### src/rtl/arpc_pkg.sv
// arpc_pkg: types, codes and defaults shared by the ARP cache modules.
// No dependencies.

package arpc_pkg;

    localparam int CACHE_DEPTH_DEF = 32;
    localparam int REQ_DEPTH_DEF   = 16;
    localparam int MAX_OUT         = 16;
    localparam int NEMIT_W         = $clog2(MAX_OUT + 1);

    localparam logic [16:0] AGE_MAX = 17'h1FFFF;
    localparam logic [15:0] TIMEOUT_RST   = 16'd30;
    localparam logic [7:0]  MAX_SENDS_RST = 8'd5;

    // request codes
    localparam logic [2:0] OP_LOOKUP = 3'd0;
    localparam logic [2:0] OP_INSERT = 3'd1;
    localparam logic [2:0] OP_QUEUE  = 3'd2;
    localparam logic [2:0] OP_REMOVE = 3'd3;
    localparam logic [2:0] OP_TICK   = 3'd4;
    localparam logic [2:0] OP_CLEAR  = 3'd5;

    // result kinds
    localparam logic [1:0] K_LOOKUP = 2'd0;
    localparam logic [1:0] K_SLOT   = 2'd1;
    localparam logic [1:0] K_SEND   = 2'd2;
    localparam logic [1:0] K_DONE   = 2'd3;

    // configuration register indexes
    localparam logic REG_TIMEOUT   = 1'b0;
    localparam logic REG_MAX_SENDS = 1'b1;

    typedef struct packed {
        logic [2:0]  req_type;
        logic [31:0] ip_addr;
        logic [47:0] mac_addr;
        logic [3:0]  iface_id;
    } t_req;

    typedef struct packed {
        logic [1:0]  kind;
        logic        hit;
        logic [47:0] mac_out;
        logic [3:0]  slot;
        logic        table_full;
        logic [31:0] target_ip;
        logic [3:0]  out_iface;
        logic        last;
    } t_res;

    typedef struct packed {
        logic [31:0] ip;
        logic [47:0] mac;
        logic [16:0] age;
    } t_centry;

    typedef struct packed {
        logic [31:0] ip;
        logic [3:0]  iface;
        logic [7:0]  sends;
    } t_pentry;

    typedef enum logic [2:0] {
        S_IDLE, S_CSCAN, S_CDRAIN, S_CWRITE, S_PSCAN, S_PDRAIN, S_PWRITE, S_DONE
    } t_state;

    // controller to datapath commands
    typedef struct packed {
        logic load;   // latch the request
        logic c_rd;   // read cache entry at c_addr
        logic p_rd;   // read request entry at p_addr
        logic c_wr;   // insert write into cache
        logic p_wr;   // queue write into request table
        logic fin;    // produce final result
    } t_cmd;

endpackage

### src/rtl/arpc_ctrl.sv
// arpc_ctrl: sequencer that walks the cache and request tables.
// Depends on arpc_pkg.

module arpc_ctrl import arpc_pkg::*; #(
    parameter int CACHE_DEPTH = CACHE_DEPTH_DEF,
    parameter int REQ_DEPTH   = REQ_DEPTH_DEF,
    localparam int CW = $clog2(CACHE_DEPTH),
    localparam int PW = (REQ_DEPTH > 1) ? $clog2(REQ_DEPTH) : 1
) (
    input  logic          i_clk,
    input  logic          i_rst_n,
    input  logic          i_start,
    input  logic [2:0]    i_op,
    output logic          o_busy,
    output t_cmd          o_cmd,
    output logic [CW-1:0] o_caddr,
    output logic [PW-1:0] o_paddr
);

    t_state r_state, n_state;
    logic [2:0]    r_op;
    logic [CW-1:0] r_cidx;
    logic [PW-1:0] r_pidx;
    logic          c_last, p_last;

    assign c_last = (r_cidx == CW'(CACHE_DEPTH - 1));
    assign p_last = (r_pidx == PW'(REQ_DEPTH - 1));

    always_comb begin
        n_state = r_state;
        unique case (r_state)
            S_IDLE: begin
                if (i_start) begin
                    if (i_op == OP_LOOKUP || i_op == OP_INSERT || i_op == OP_TICK)
                        n_state = S_CSCAN;
                    else if (i_op == OP_QUEUE || i_op == OP_REMOVE)
                        n_state = S_PSCAN;
                    else
                        n_state = S_DONE;
                end
            end
            S_CSCAN:  if (c_last) n_state = S_CDRAIN;
            S_CDRAIN: begin
                if (r_op == OP_INSERT)    n_state = S_CWRITE;
                else if (r_op == OP_TICK) n_state = S_PSCAN;
                else                      n_state = S_DONE;
            end
            S_CWRITE: n_state = S_PSCAN;
            S_PSCAN:  if (p_last) n_state = S_PDRAIN;
            S_PDRAIN: n_state = (r_op == OP_QUEUE) ? S_PWRITE : S_DONE;
            S_PWRITE: n_state = S_DONE;
            S_DONE:   n_state = S_IDLE;
            default:  n_state = S_IDLE;
        endcase
    end

    always_comb begin
        o_cmd      = '0;
        o_cmd.load = (r_state == S_IDLE) && i_start;
        o_cmd.c_rd = (r_state == S_CSCAN);
        o_cmd.p_rd = (r_state == S_PSCAN);
        o_cmd.c_wr = (r_state == S_CWRITE);
        o_cmd.p_wr = (r_state == S_PWRITE);
        o_cmd.fin  = (r_state == S_DONE);
        o_busy     = (r_state != S_IDLE);
        o_caddr    = r_cidx;
        o_paddr    = r_pidx;
    end

    always_ff @(posedge i_clk) begin
        if (!i_rst_n) begin
            r_state <= S_IDLE;
            r_op    <= OP_LOOKUP;
            r_cidx  <= '0;
            r_pidx  <= '0;
        end else begin
            r_state <= n_state;
            if (r_state == S_IDLE && i_start) r_op <= i_op;
            r_cidx <= (r_state == S_CSCAN) ? r_cidx + 1'b1 : '0;
            r_pidx <= (r_state == S_PSCAN) ? r_pidx + 1'b1 : '0;
        end
    end

endmodule

### config.mk
export PLATFORM = sky130hd
export DESIGN_NAME = arpc_ctrl
export DESIGN_NICKNAME = d
export VERILOG_FILES = /design/src/rtl/arpc_pkg.sv /design/src/rtl/arpc_ctrl.sv
export SDC_FILE = /design/constraint.sdc
export NUM_CORES = 1
export LEC_CHECK = 0
export BUFFER_PORTS_ARGS = -buffer_cell sky130_fd_sc_hd__buf_2
export CAP_MARGIN = 20
export CORE_AREA = 5 5 48 50
export DETAILED_ROUTE_END_ITERATION = 6
export DIE_AREA = 0 0 53 55
export PLACE_DENSITY = 0.75
export SKIP_CTS_REPAIR_TIMING = 1
export SYNTH_ARGS = -nofsm -noshare
export SYNTH_HDL_FRONTEND = slang
export SYNTH_SLANG_ARGS = --single-unit
### constraint.sdc
create_clock -name i_clk -period 4.1 [get_ports i_clk]
set_clock_uncertainty 0.05 [all_clocks]
set_input_delay 0.82 -clock i_clk [delete_from_list [all_inputs] [get_ports i_clk]]
set_output_delay 0.82 -clock i_clk [all_outputs]
set_load 0.01 [all_outputs]
==> flow_metrics.tcl <==
set metrics [dict create \
    grt.overflow.total 0 \
    grt_max_degree 17 \
    port_buffers 21 \
    fin_ws_ns 1.74 \
    power-per-cell-area_mw_per_mm2 562 \
    cts_tree "built" \
    ir_worst_vdd_mv 0.304 \
    start_kind "flip-flop" \
    clk_path_buf_depth 2 \
    drtIter0Drc 7 \
    dp_hpwl_mm 1.30 \
    postSynthCellCount 83 \
    fill_cells 188 \
    root_buffer "clkbuf_4" \
    clk_pin_slew_worst_paths_ns 0.09 \
    syn_to_final_growth_pct 17.5 \
    route.vias.total 666 \
    fmax_mhz 424 \
    hp-class "flip-flop to flip-flop" \
    status "complete, no violations" \
    setup_viol 0 \
    drt-pass1-iter-count 4 \
    rows 16 \
    die_area_mm2 0.00292 \
    wl_per_cell_um 12.7 \
    yosys_register_bits 15 \
    netlist_area_um2 771 \
    dp_worst_setup_slack_ns 1.76 \
    grt_usage 0.127 \
    layout-drive-gt1-share 0.262 \
    grt_pass1_wl_mm 2.64 \
    cp_max_fo 12 \
    arrival_ns 1.49 \
    post-place-cells 126 \
    nets 113 \
    layout_min_cycle_time_ns 2.36 \
    power.leakage_nw 0.437 \
    drtAntennaViolNets 0 \
    start_util 0.414 \
    clock_sinks 15 \
    synth_nets 92 \
    synth_cell_types 33 \
    fin_crit_sh 0.575 \
    multi_input_area_um2 433 \
    cts_buffers 3 \
    clock_latency_ns 0.28 \
    gp_congestion 0.808 \
    coreArea_mm2 0.00186 \
    endpoint_kind "primary output" \
    wirelength_mm 1.65 \
    rsz0062_at_grt "false" \
    r2r-start "r_state[2]" \
    area.sequential_um2 300 \
    io_pins 22 \
    antenna_found_initial 0 \
    startpoint "r_state[2]" \
    slew_violations 0 \
    ys_seq_area_frac 0.390 \
    drc 0 \
    place_area_um2 880 \
    drt-vias-per-instance 5.12 \
    fin_cells 130 \
    timing.slew.headroom 0.629 \
    hold_violations 0 \
    avgSynthCellArea_um2 9.29 \
    worstHoldStart "o_paddr[0]" \
    n_antenna_cell 0 \
    worstSetupPathType "flip-flop to primary output" \
    grt_pass1_vias 622 \
    finalSetupTns_ns 0 \
    die-height_um 55 \
    critical_path_required_ns 3.23 \
    yosysWarnings 0 \
    fin_area_um2 906 \
    drv_cap 0 \
    die_w_um 53 \
    htree_levels 1 \
    tightest_slew_ns 0.555 \
]
final timing paths:
kind,to,slack [ns],depth (start not counted)
min,o_paddr[0],0.42,1
max reg2reg,r_state[1],2.45,3
max,o_cmd[3],1.74,3
min reg2reg,o_paddr[0],0.42,1
critical path: stages, from the launching register on:
cell and delay [ns]:
dfxtp_1 0.62, inv_2 0.14, nor3_1 0.27, buf_2 0.18
where the power goes:
| group | total [W] | internal [W] | switching, W |
|---|---|---|---|
| Sequential | 0.000235 | 0.000170 | 0.0000650 |
| Combinational | 0.000189 | 0.0000937 | 0.0000954 |
| Clock | 0.0000847 | 0.0000377 | 0.0000470 |
cells in the final DEF, fill, tap and decap left out, types with 2 or more instances in the layout:
cell type   n
nand2b_1    2
o21ai_0     3
xnor2_1     2
nand2_1     4
buf_2      21
dfxtp_1    15
ha_1        3
and3_1      6
nor2_1     11
xor2_1      2
mux2i_1     4
clkbuf_4    3
nand3b_1    2
nor3_1      2
nand3_1     3
nor2b_1     3
flip-flops by register name, indices dropped and copies added (netlist names):
register / count
o_caddr: 5
o_paddr: 4
r_op: 3
r_state: 3
kinds of logic (layout without fill, tap and decap cells):
kind of cell    count (synthesis)  after routing  share of synthesized area
compound gates                  9              9                     0.0844
fa+ha+maj                       3              3                     0.0487
xor+xnor                        4              4                     0.0455
simple gates                   41             41                      0.331
flops                          15             15                      0.390
mux                             4              4                     0.0520
buf+inv                         7             27                     0.0487
synth_stat cells (all sizes together):
cell | instances | area [um^2]
nor4bb | 1 | 10.0
nor4 | 1 | 6.26
xor2 | 2 | 17.5
nand2 | 4 | 15.0
clkbuf | 1 | 3.75
ha | 3 | 37.5
nor3b | 2 | 20.0
o211ai | 1 | 7.51
o311a | 1 | 10.0
nor2b | 3 | 18.8
nor3 | 2 | 10.0
and4b | 1 | 10.0
nor4b | 2 | 32.5
nand2b | 2 | 12.5
dfxtp | 15 | 300
o41ai | 1 | 8.76
a31oi | 1 | 6.26
xnor2 | 2 | 17.5
inv | 2 | 7.50
nor2 | 11 | 41.3
nand4bb | 1 | 11.3
nand3 | 3 | 15.0
nand3b | 2 | 15.0
buf | 4 | 26.3
and3 | 6 | 37.5
mux2i | 4 | 40.0
a211o | 1 | 8.76
a311oi | 1 | 8.76
o21ai | 3 | 15.0
per-stage QoR:
step / hold WS (ns) / util / power, W
after global routing: 0.445 / 0.487 / 0.000547
final: 0.419 / 0.487 / 0.000509
after detailed placement: 0.401 / 0.472 / 0.000429
after global placement: 0.395 / 0.472 / 0.000423
after CTS: 0.420 / 0.487 / 0.000512
after floorplan: 0.419 / - / 0.000379
metal layers:
layer | vias up | GRT usage | share of wire | wire length, um
li1 | 337 | - | - | -
met1 | 311 | 0.137 | 0.43 | 702
met2 | 16 | 0.215 | 0.50 | 825
met3 | 2 | 0.0563 | 0.066 | 109
met4 | 0 | 0.0596 | 0.0079 | 13
met5 | - | 0 | 0 | 0
final cells by class:
| cell class | count | share of cell area |
|---|---|---|
| Multi-Input combinational cell | 61 | 0.478 |
| Sequential cell | 15 | 0.331 |
| Timing Repair Buffer | 21 | 0.116 |
| Tap cell | 27 | 0.0373 |
| Clock buffer | 4 | 0.0290 |
| Inverter | 2 | 0.00829 |
No activity file was read; power rests on OpenSTA's default activity.
