--- src/rtl/arpc_pkg.sv ---
// arpc_pkg: types, codes and defaults shared by the ARP cache modules.
// No dependencies.

package arpc_pkg;

    localparam int CACHE_DEPTH_DEF = 32;
    localparam int REQ_DEPTH_DEF   = 16;
    localparam int MAX_OUT         = 16;
    localparam int NEMIT_W         = $clog2(MAX_OUT + 1);

    localparam logic [16:0] AGE_MAX = 17'h1FFFF;
    localparam logic [15:0] TIMEOUT_RST   = 16'd30;
    localparam logic [7:0]  MAX_SENDS_RST = 8'd5;

    // request codes
    localparam logic [2:0] OP_LOOKUP = 3'd0;
    localparam logic [2:0] OP_INSERT = 3'd1;
    localparam logic [2:0] OP_QUEUE  = 3'd2;
    localparam logic [2:0] OP_REMOVE = 3'd3;
    localparam logic [2:0] OP_TICK   = 3'd4;
    localparam logic [2:0] OP_CLEAR  = 3'd5;

    // result kinds
    localparam logic [1:0] K_LOOKUP = 2'd0;
    localparam logic [1:0] K_SLOT   = 2'd1;
    localparam logic [1:0] K_SEND   = 2'd2;
    localparam logic [1:0] K_DONE   = 2'd3;

    // configuration register indexes
    localparam logic REG_TIMEOUT   = 1'b0;
    localparam logic REG_MAX_SENDS = 1'b1;

    typedef struct packed {
        logic [2:0]  req_type;
        logic [31:0] ip_addr;
        logic [47:0] mac_addr;
        logic [3:0]  iface_id;
    } t_req;

    typedef struct packed {
        logic [1:0]  kind;
        logic        hit;
        logic [47:0] mac_out;
        logic [3:0]  slot;
        logic        table_full;
        logic [31:0] target_ip;
        logic [3:0]  out_iface;
        logic        last;
    } t_res;

    typedef struct packed {
        logic [31:0] ip;
        logic [47:0] mac;
        logic [16:0] age;
    } t_centry;

    typedef struct packed {
        logic [31:0] ip;
        logic [3:0]  iface;
        logic [7:0]  sends;
    } t_pentry;

    typedef enum logic [2:0] {
        S_IDLE, S_CSCAN, S_CDRAIN, S_CWRITE, S_PSCAN, S_PDRAIN, S_PWRITE, S_DONE
    } t_state;

    // controller to datapath commands
    typedef struct packed {
        logic load;   // latch the request
        logic c_rd;   // read cache entry at c_addr
        logic p_rd;   // read request entry at p_addr
        logic c_wr;   // insert write into cache
        logic p_wr;   // queue write into request table
        logic fin;    // produce final result
    } t_cmd;

endpackage

--- src/rtl/arpc_dp.sv ---
// arpc_dp: cache and request tables, scan trackers and result register.
// Depends on arpc_pkg.

module arpc_dp import arpc_pkg::*; #(
    parameter int CACHE_DEPTH = CACHE_DEPTH_DEF,
    parameter int REQ_DEPTH   = REQ_DEPTH_DEF,
    localparam int CW = $clog2(CACHE_DEPTH),
    localparam int PW = (REQ_DEPTH > 1) ? $clog2(REQ_DEPTH) : 1
) (
    input  logic          i_clk,
    input  logic          i_rst_n,
    input  t_cmd          i_cmd,
    input  logic [CW-1:0] i_caddr,
    input  logic [PW-1:0] i_paddr,
    input  t_req          i_req,
    input  logic [15:0]   i_timeout,
    input  logic [7:0]    i_max_sends,
    output logic          o_valid,
    output t_res          o_res
);

    // tables
    t_centry cmem [CACHE_DEPTH];
    t_pentry pmem [REQ_DEPTH];
    logic [CACHE_DEPTH-1:0] r_cval;
    logic [REQ_DEPTH-1:0]   r_pval;
    t_centry r_crd;
    t_pentry r_prd;

    t_req r_req;

    // scan stage
    logic          r_cs_v, r_ps_v;
    logic [CW-1:0] r_cs_idx;
    logic [PW-1:0] r_ps_idx;

    // trackers
    logic          r_hit;
    logic [47:0]   r_mac;
    logic          r_mfound, r_ffound;
    logic [CW-1:0] r_midx, r_fidx, r_oidx;
    logic [16:0]   r_oage;
    logic          r_pfound, r_pffound;
    logic [PW-1:0] r_pidx, r_pfidx;
    logic [NEMIT_W-1:0] r_nemit;
    logic          r_held_v;
    t_res          r_held;

    t_res r_out;
    logic r_out_v;

    // stage decode
    logic        cv, pv, c_match, p_match;
    logic [16:0] age_n;
    logic        age_exp;
    logic        emit, drop;
    logic [CW-1:0] ins_tgt;
    logic [PW+3:0] ps_ext, pidx_ext, pfidx_ext;
    t_res        send_res, fin_res;

    assign cv      = r_cval[r_cs_idx];
    assign pv      = r_pval[r_ps_idx];
    assign c_match = cv && (r_crd.ip == r_req.ip_addr);
    assign p_match = pv && (r_prd.ip == r_req.ip_addr);
    assign age_n   = (r_crd.age == AGE_MAX) ? r_crd.age : r_crd.age + 17'd1;
    assign age_exp = age_n > {1'b0, i_timeout};
    assign emit = r_ps_v && (r_req.req_type == OP_TICK) && pv &&
                  (r_nemit < NEMIT_W'(MAX_OUT)) && (r_prd.sends < i_max_sends);
    assign drop = r_ps_v && (r_req.req_type == OP_TICK) && pv &&
                  (r_nemit < NEMIT_W'(MAX_OUT)) && !(r_prd.sends < i_max_sends);
    assign ins_tgt = r_mfound ? r_midx : (r_ffound ? r_fidx : r_oidx);

    // slot field keeps the low four bits of an index
    assign ps_ext    = {4'b0, r_ps_idx};
    assign pidx_ext  = {4'b0, r_pidx};
    assign pfidx_ext = {4'b0, r_pfidx};

    always_comb begin
        send_res           = '0;
        send_res.kind      = K_SEND;
        send_res.slot      = ps_ext[3:0];
        send_res.target_ip = r_prd.ip;
        send_res.out_iface = r_prd.iface;
    end

    always_comb begin
        fin_res      = '0;
        fin_res.kind = K_DONE;
        fin_res.last = 1'b1;
        unique case (r_req.req_type)
            OP_LOOKUP: begin
                fin_res.kind    = K_LOOKUP;
                fin_res.hit     = r_hit;
                fin_res.mac_out = r_mac;
            end
            OP_INSERT: begin
                fin_res.kind = K_SLOT;
                fin_res.hit  = r_pfound;
                fin_res.slot = r_pfound ? pidx_ext[3:0] : 4'd0;
            end
            OP_QUEUE: begin
                fin_res.kind       = K_SLOT;
                fin_res.slot       = r_pfound ? pidx_ext[3:0] :
                                     (r_pffound ? pfidx_ext[3:0] : 4'd0);
                fin_res.table_full = !r_pfound && !r_pffound;
            end
            OP_REMOVE: begin
                fin_res.slot = r_pfound ? pidx_ext[3:0] : 4'd0;
            end
            OP_TICK: begin
                if (r_held_v) begin
                    fin_res      = r_held;
                    fin_res.last = 1'b1;
                end
            end
            default: fin_res.kind = K_DONE;
        endcase
    end

    // memory ports
    always_ff @(posedge i_clk) begin
        if (i_cmd.c_rd) r_crd <= cmem[i_caddr];
        if (r_cs_v && r_req.req_type == OP_TICK && cv)
            cmem[r_cs_idx] <= '{ip: r_crd.ip, mac: r_crd.mac, age: age_n};
        else if (i_cmd.c_wr)
            cmem[ins_tgt] <= '{ip: r_req.ip_addr, mac: r_req.mac_addr, age: 17'd0};
    end

    always_ff @(posedge i_clk) begin
        if (i_cmd.p_rd) r_prd <= pmem[i_paddr];
        if (emit)
            pmem[r_ps_idx] <= '{ip: r_prd.ip, iface: r_prd.iface,
                                sends: r_prd.sends + 8'd1};
        else if (i_cmd.p_wr && !r_pfound && r_pffound)
            pmem[r_pfidx] <= '{ip: r_req.ip_addr, iface: r_req.iface_id, sends: 8'd0};
    end

    // payload registers
    always_ff @(posedge i_clk) begin
        if (i_cmd.load) r_req <= i_req;
        r_cs_idx <= i_caddr;
        r_ps_idx <= i_paddr;
        if (i_cmd.load) begin
            r_mac  <= '0;
            r_oage <= '0;
            r_midx <= '0;
            r_fidx <= '0;
            r_oidx <= '0;
            r_pidx <= '0;
            r_pfidx <= '0;
        end
        if (r_cs_v) begin
            if (!r_hit && c_match) r_mac <= r_crd.mac;
            if (!r_mfound && c_match) r_midx <= r_cs_idx;
            if (!r_ffound && !cv) r_fidx <= r_cs_idx;
            if (r_cs_idx == '0 || r_crd.age > r_oage) begin
                r_oidx <= r_cs_idx;
                r_oage <= r_crd.age;
            end
        end
        if (r_ps_v) begin
            if (!r_pfound && p_match) r_pidx <= r_ps_idx;
            if (!r_pffound && !pv) r_pfidx <= r_ps_idx;
        end
        if (emit) r_held <= send_res;
        if (emit) r_out <= r_held;
        else if (i_cmd.fin) r_out <= fin_res;
    end

    // control registers
    always_ff @(posedge i_clk) begin
        if (!i_rst_n) begin
            r_cval    <= '0;
            r_pval    <= '0;
            r_cs_v    <= 1'b0;
            r_ps_v    <= 1'b0;
            r_hit     <= 1'b0;
            r_mfound  <= 1'b0;
            r_ffound  <= 1'b0;
            r_pfound  <= 1'b0;
            r_pffound <= 1'b0;
            r_nemit   <= '0;
            r_held_v  <= 1'b0;
            r_out_v   <= 1'b0;
        end else begin
            r_cs_v  <= i_cmd.c_rd;
            r_ps_v  <= i_cmd.p_rd;
            r_out_v <= (emit && r_held_v) || i_cmd.fin;
            if (i_cmd.load) begin
                r_hit     <= 1'b0;
                r_mfound  <= 1'b0;
                r_ffound  <= 1'b0;
                r_pfound  <= 1'b0;
                r_pffound <= 1'b0;
                r_nemit   <= '0;
                r_held_v  <= 1'b0;
            end
            if (r_cs_v) begin
                if (c_match) begin
                    r_hit    <= 1'b1;
                    r_mfound <= 1'b1;
                end
                if (!cv) r_ffound <= 1'b1;
                if (r_req.req_type == OP_TICK && cv && age_exp)
                    r_cval[r_cs_idx] <= 1'b0;
            end
            if (i_cmd.c_wr) r_cval[ins_tgt] <= 1'b1;
            if (r_ps_v) begin
                if (p_match) r_pfound <= 1'b1;
                if (!pv) r_pffound <= 1'b1;
            end
            if (emit) begin
                r_nemit  <= r_nemit + 1'b1;
                r_held_v <= 1'b1;
            end
            if (drop) r_pval[r_ps_idx] <= 1'b0;
            if (i_cmd.p_wr && !r_pfound && r_pffound) r_pval[r_pfidx] <= 1'b1;
            if (i_cmd.fin) begin
                if (r_req.req_type == OP_REMOVE && r_pfound) r_pval[r_pidx] <= 1'b0;
                if (r_req.req_type == OP_CLEAR) begin
                    r_cval <= '0;
                    r_pval <= '0;
                end
            end
        end
    end

    assign o_valid = r_out_v;
    assign o_res   = r_out;

endmodule

--- config.mk ---
export PLATFORM = sky130hd
export DESIGN_NAME = arpc_dp
export DESIGN_NICKNAME = d
export VERILOG_FILES = /design/src/rtl/arpc_pkg.sv /design/src/rtl/arpc_dp.sv
export SDC_FILE = /design/constraint.sdc
export NUM_CORES = 2
export LEC_CHECK = 0
export ABC_AREA = 1
export BUFFER_PORTS_ARGS = -buffer_cell sky130_fd_sc_hd__buf_2
export CAP_MARGIN = 20
export CORE_UTILIZATION = 29
export DETAILED_ROUTE_END_ITERATION = 10
export PLACE_DENSITY_LB_ADDON = 0.08
export SLEW_MARGIN = 20
export SYNTH_ARGS = -nofsm -noshare
export SYNTH_HDL_FRONTEND = slang
export SYNTH_SLANG_ARGS = --single-unit
--- constraint.sdc ---
create_clock -name i_clk -period 17.5 [get_ports i_clk]
set_input_delay 3.5 -clock i_clk [delete_from_list [all_inputs] [get_ports i_clk]]
set_output_delay 3.5 -clock i_clk [all_outputs]
set_load 0.01 [all_outputs]
==> key figures <==
Run status
  • Outcome: complete, no violations

Placement
  • Dpl hpwl: 328 mm
  • Placer Congestion: 0.812
  • Dpl cells: 20800
  • Buffers on Ports: 221

Layout
  • Fill cells: 58000
  • Layout area overhead: 15.4%
  • Fin cells: 21700
  • Footprint of the multi-input gates: 0.0387 sq mm
  • FF+latch area: 0.128 sq mm
  • Fin util: 33.6%
  • Layout cells sized above 1: 9.97%
  • Layout Nets: 13700

Timing
  • Slew margin rel.: 17.6%
  • Final hold vios: 0
  • RSZ-0062 raised after global routing: no
  • Fin crit period: 7.58 ns
  • Fin crit share: 43.3%
  • Setup tns final: 0 ns
  • Worst slew pin tran: 1.24 ns
  • Clk_skew: 0.105 ns
  • Max Slew Vio Count: 0
  • Fmax: 132 MHz
  • Final setup fails: 0

Clock tree
  • Clk root buf: clkbuf_16
  • TritonCTS clock tree: yes
  • Clock sink count: 4328
  • Clk buf depth: 4
  • Post-CTS Setup Inserts: 0
  • Num CTS Buffers: 485
  • CTS clk-pin slew, worst paths: 0.06 ns
  • Resize count post-CTS: 0
  • Post-CTS Hold Fix Bufs: 0
  • Htree depth: 5
  • Worst skew pair latency: 1.06 ns

Global routing
  • Initial antenna violation count: 52
  • Number of global-route vias before repair: 110000
  • Gr ovfl total: 0
  • Total GRT Usage: 20.8%
  • Largest net degree at the start of global routing: 201
  • First-pass GRT wire length: 884 mm

Yosys
  • Post-synth EDFFs: 4169
  • Simple-gate share of the synthesized area: 8.69%
  • Ys async rst share: 0%
  • Synth Warn #: 0
  • Seq/Total Area, Yosys: 74.8%
  • Largest family of logic cells by synthesized area: compound AO/OA/AOI/OAI gates
  • XOR/XNOR Fraction of Synth Area: 0.199%
  • Mapped Avg Cell Area: 12.8 sq um
  • Post-Syn Area: 0.172 sq mm
  • Synth Instances: 13400
  • Synth Register Bits: 4328
  • Synth Area in Adders: 0.313%
  • Top_reg_cell synth: edfxtp_1
  • Post-synthesis compound-gate area fraction: 11.8%
  • Share of synthesized area spent on multiplexers: 1.03%
  • Synth Net Count: 13600
  • Unique cell type count in the Yosys netlist: 55

Drt
  • Final ANT Viol Nets: 0
  • Via count: 113000
  • Starting DRT DRC Count: 10600
  • DRC viols: 0
  • First-pass iteration count of the detailed router: 6
  • Drt total wl: 639 mm
  • Via density: 5.20
  • Post-DR wirelength/cell: 29.4 um

Die
  • Die X: 772 um
  • Row count: 282
  • I/O pin total: 222
  • Core area: 0.590 sq mm
  • Initial Util: 29.1%
  • Die H: 772 um
  • Die ar.: 0.595 sq mm

Flow run
  • Max_cap viols: 0

Setup path
  • Startpoint types: primary input
  • Classification of the worst setup path: in2reg
  • CP Max Fanout: 196
  • Worst EP required: 18.39 ns
  • Critical Path Sink Type: flop
  • Data arrival time of the worst path: 8.48 ns

Pwr
  • Clk network pwr share: 43.5%
  • Leak: 65.2 nW
  • P_int: 0.0179 W
  • Worst vdd ir: 0.0000846 V
  • Comb pwr share: 6.4%
  • Sw frac: 23.9%
  • Power share of the sequential group: 50.1%
  • Cell Pwr Density: 118 mW/mm^2
  • Net switching power: 0.00561 W
  • Total power: 0.0235 W

Hold path
  • Worst hold path type: reg2reg
-- metrics by stage --
step	hold WS (ns)	cell area, sq um	setup WS, ns
6_report	0.459	198000	9.92
5_1_grt	0.487	198000	9.75
4_1_cts	0.460	198000	10.30
3_5_place_dp	0.452	182000	9.16
3_3_place_gp	0.446	182000	9.14
2_1_floorplan	0.409	172000	8.72
-- sequential cells by signal (all words and copies together), names as in the netlist, 16 cells and up --
signal  flops
r_oage     17
o_res      93
r_cval     32
r_prd      44
r_pval     16
r_req      87
cmem     3104
r_crd      97
r_held     40
r_mac      48
pmem      704
-- power by group through the flow --
| stage | Combinational, W | Sequential [W] | Clock (W) |
|---|---|---|---|
| floorplan | 0.000846 | 0.0119 | 0 |
| global placement | 0.00149 | 0.0120 | 0 |
| detailed placement | 0.00152 | 0.0120 | 0 |
| CTS | 0.00152 | 0.0118 | 0.0104 |
| global route | 0.00165 | 0.0118 | 0.0108 |
| finish | 0.00151 | 0.0118 | 0.0102 |
-- path summary, 6_finish.rpt --
check	start	to	slack [ns]	cells after the start
min	r_cval[10]	r_cval[10]	0.46	2
min reg2reg	r_cval[10]	r_cval[10]	0.46	2
max	i_caddr[0]	r_crd[0]	9.92	11
max reg2reg	r_cs_idx[0]	cmem[30][69]	11.28	19
-- placed cells by master, fill, tap and decap left out, types with 201 or more instances in the layout --
cell | synthesis | routed
nand3_1 | 202 | 201
a21oi_1 | 261 | 255
buf_2 | 204 | 209
clkbuf_16 | 0 | 489
edfxtp_1 | 4169 | 4169
o21ai_0 | 2211 | 2203
buf_4 | 24 | 267
nor2_1 | 2213 | 2156
inv_1 | 458 | 453
nand2_1 | 1149 | 1140
o22ai_1 | 869 | 869
-- critical path, stage by stage --
cell,delay (ns)
buf_8,0.18
inv_8,0.68
buf_12,0.60
buf_4,0.87
buf_4,0.80
o21ai_0,0.16
o22ai_1,0.21
o21ai_0,0.13
o21ai_0,0.25
nor2_1,0.06
a31oi_1,0.17
-- layer usage --
layer	global-route usage (%)	wire length [um]	up-vias
met2	33.0	290000	3596
met3	2.67	35000	736
li1	-	-	49400
met4	3.86	12000	6
met5	0	40	-
met1	30.6	301000	59100
-- synthesized netlist by cell type, types with 2 or more instances --
cell type | n | share of area [%]
edfxtp_1 | 4169 | 73
buf_2 | 204 | 0.59
or2_1 | 2 | 0.0073
and3_1 | 2 | 0.0073
dfxtp_1 | 159 | 1.9
ha_1 | 43 | 0.31
o21ai_0 | 2211 | 6.4
nand3b_1 | 2 | 0.0087
nand2_4 | 3 | 0.020
buf_1 | 29 | 0.063
xnor2_1 | 13 | 0.066
or2_2 | 21 | 0.077
xor2_1 | 26 | 0.13
a31oi_1 | 14 | 0.051
nor2_1 | 2213 | 4.8
inv_2 | 8 | 0.017
clkbuf_1 | 630 | 1.4
nand3_4 | 5 | 0.051
a21o_1 | 2 | 0.0087
nand2_1 | 1149 | 2.5
clkinv_1 | 4 | 0.0087
nand2_2 | 11 | 0.040
o21bai_1 | 4 | 0.017
buf_4 | 24 | 0.10
nand3_2 | 8 | 0.047
nand3_1 | 202 | 0.59
nor4_1 | 3 | 0.011
inv_1 | 458 | 1.0
mux2i_1 | 176 | 1.0
nor3_1 | 47 | 0.14
buf_6 | 7 | 0.046
nor3b_1 | 5 | 0.022
o221ai_1 | 59 | 0.30
nand4_1 | 78 | 0.28
o32ai_1 | 11 | 0.056
nor2_2 | 2 | 0.0073
o22ai_1 | 869 | 3.2
o211ai_1 | 190 | 0.83
o21ai_1 | 43 | 0.13
a21oi_1 | 261 | 0.76
-- kinds of logic after synthesis --
kind of cell / after synthesis
flip-flops: 4328
AND/OR/NAND/NOR: 3760
AO/OA/AOI/OAI: 3671
buffers and inverters: 1365
multiplexers: 176
adder cells (fa/ha/maj): 43
XOR/XNOR: 39
-- final cells by class --
| class | count | area share (%) |
|---|---|---|
| Clock inverter | 286 | 1.45 |
| Clock buffer | 612 | 6.48 |
| Antenna cell | 5 | 0.00631 |
| Sequential cell | 4328 | 64.8 |
| Multi-Input combinational cell | 7689 | 19.5 |
| Tap cell | 7810 | 4.93 |
| Timing Repair Buffer | 515 | 1.89 |
| Inverter | 470 | 0.918 |
Power figures use the tool's default switching activity.
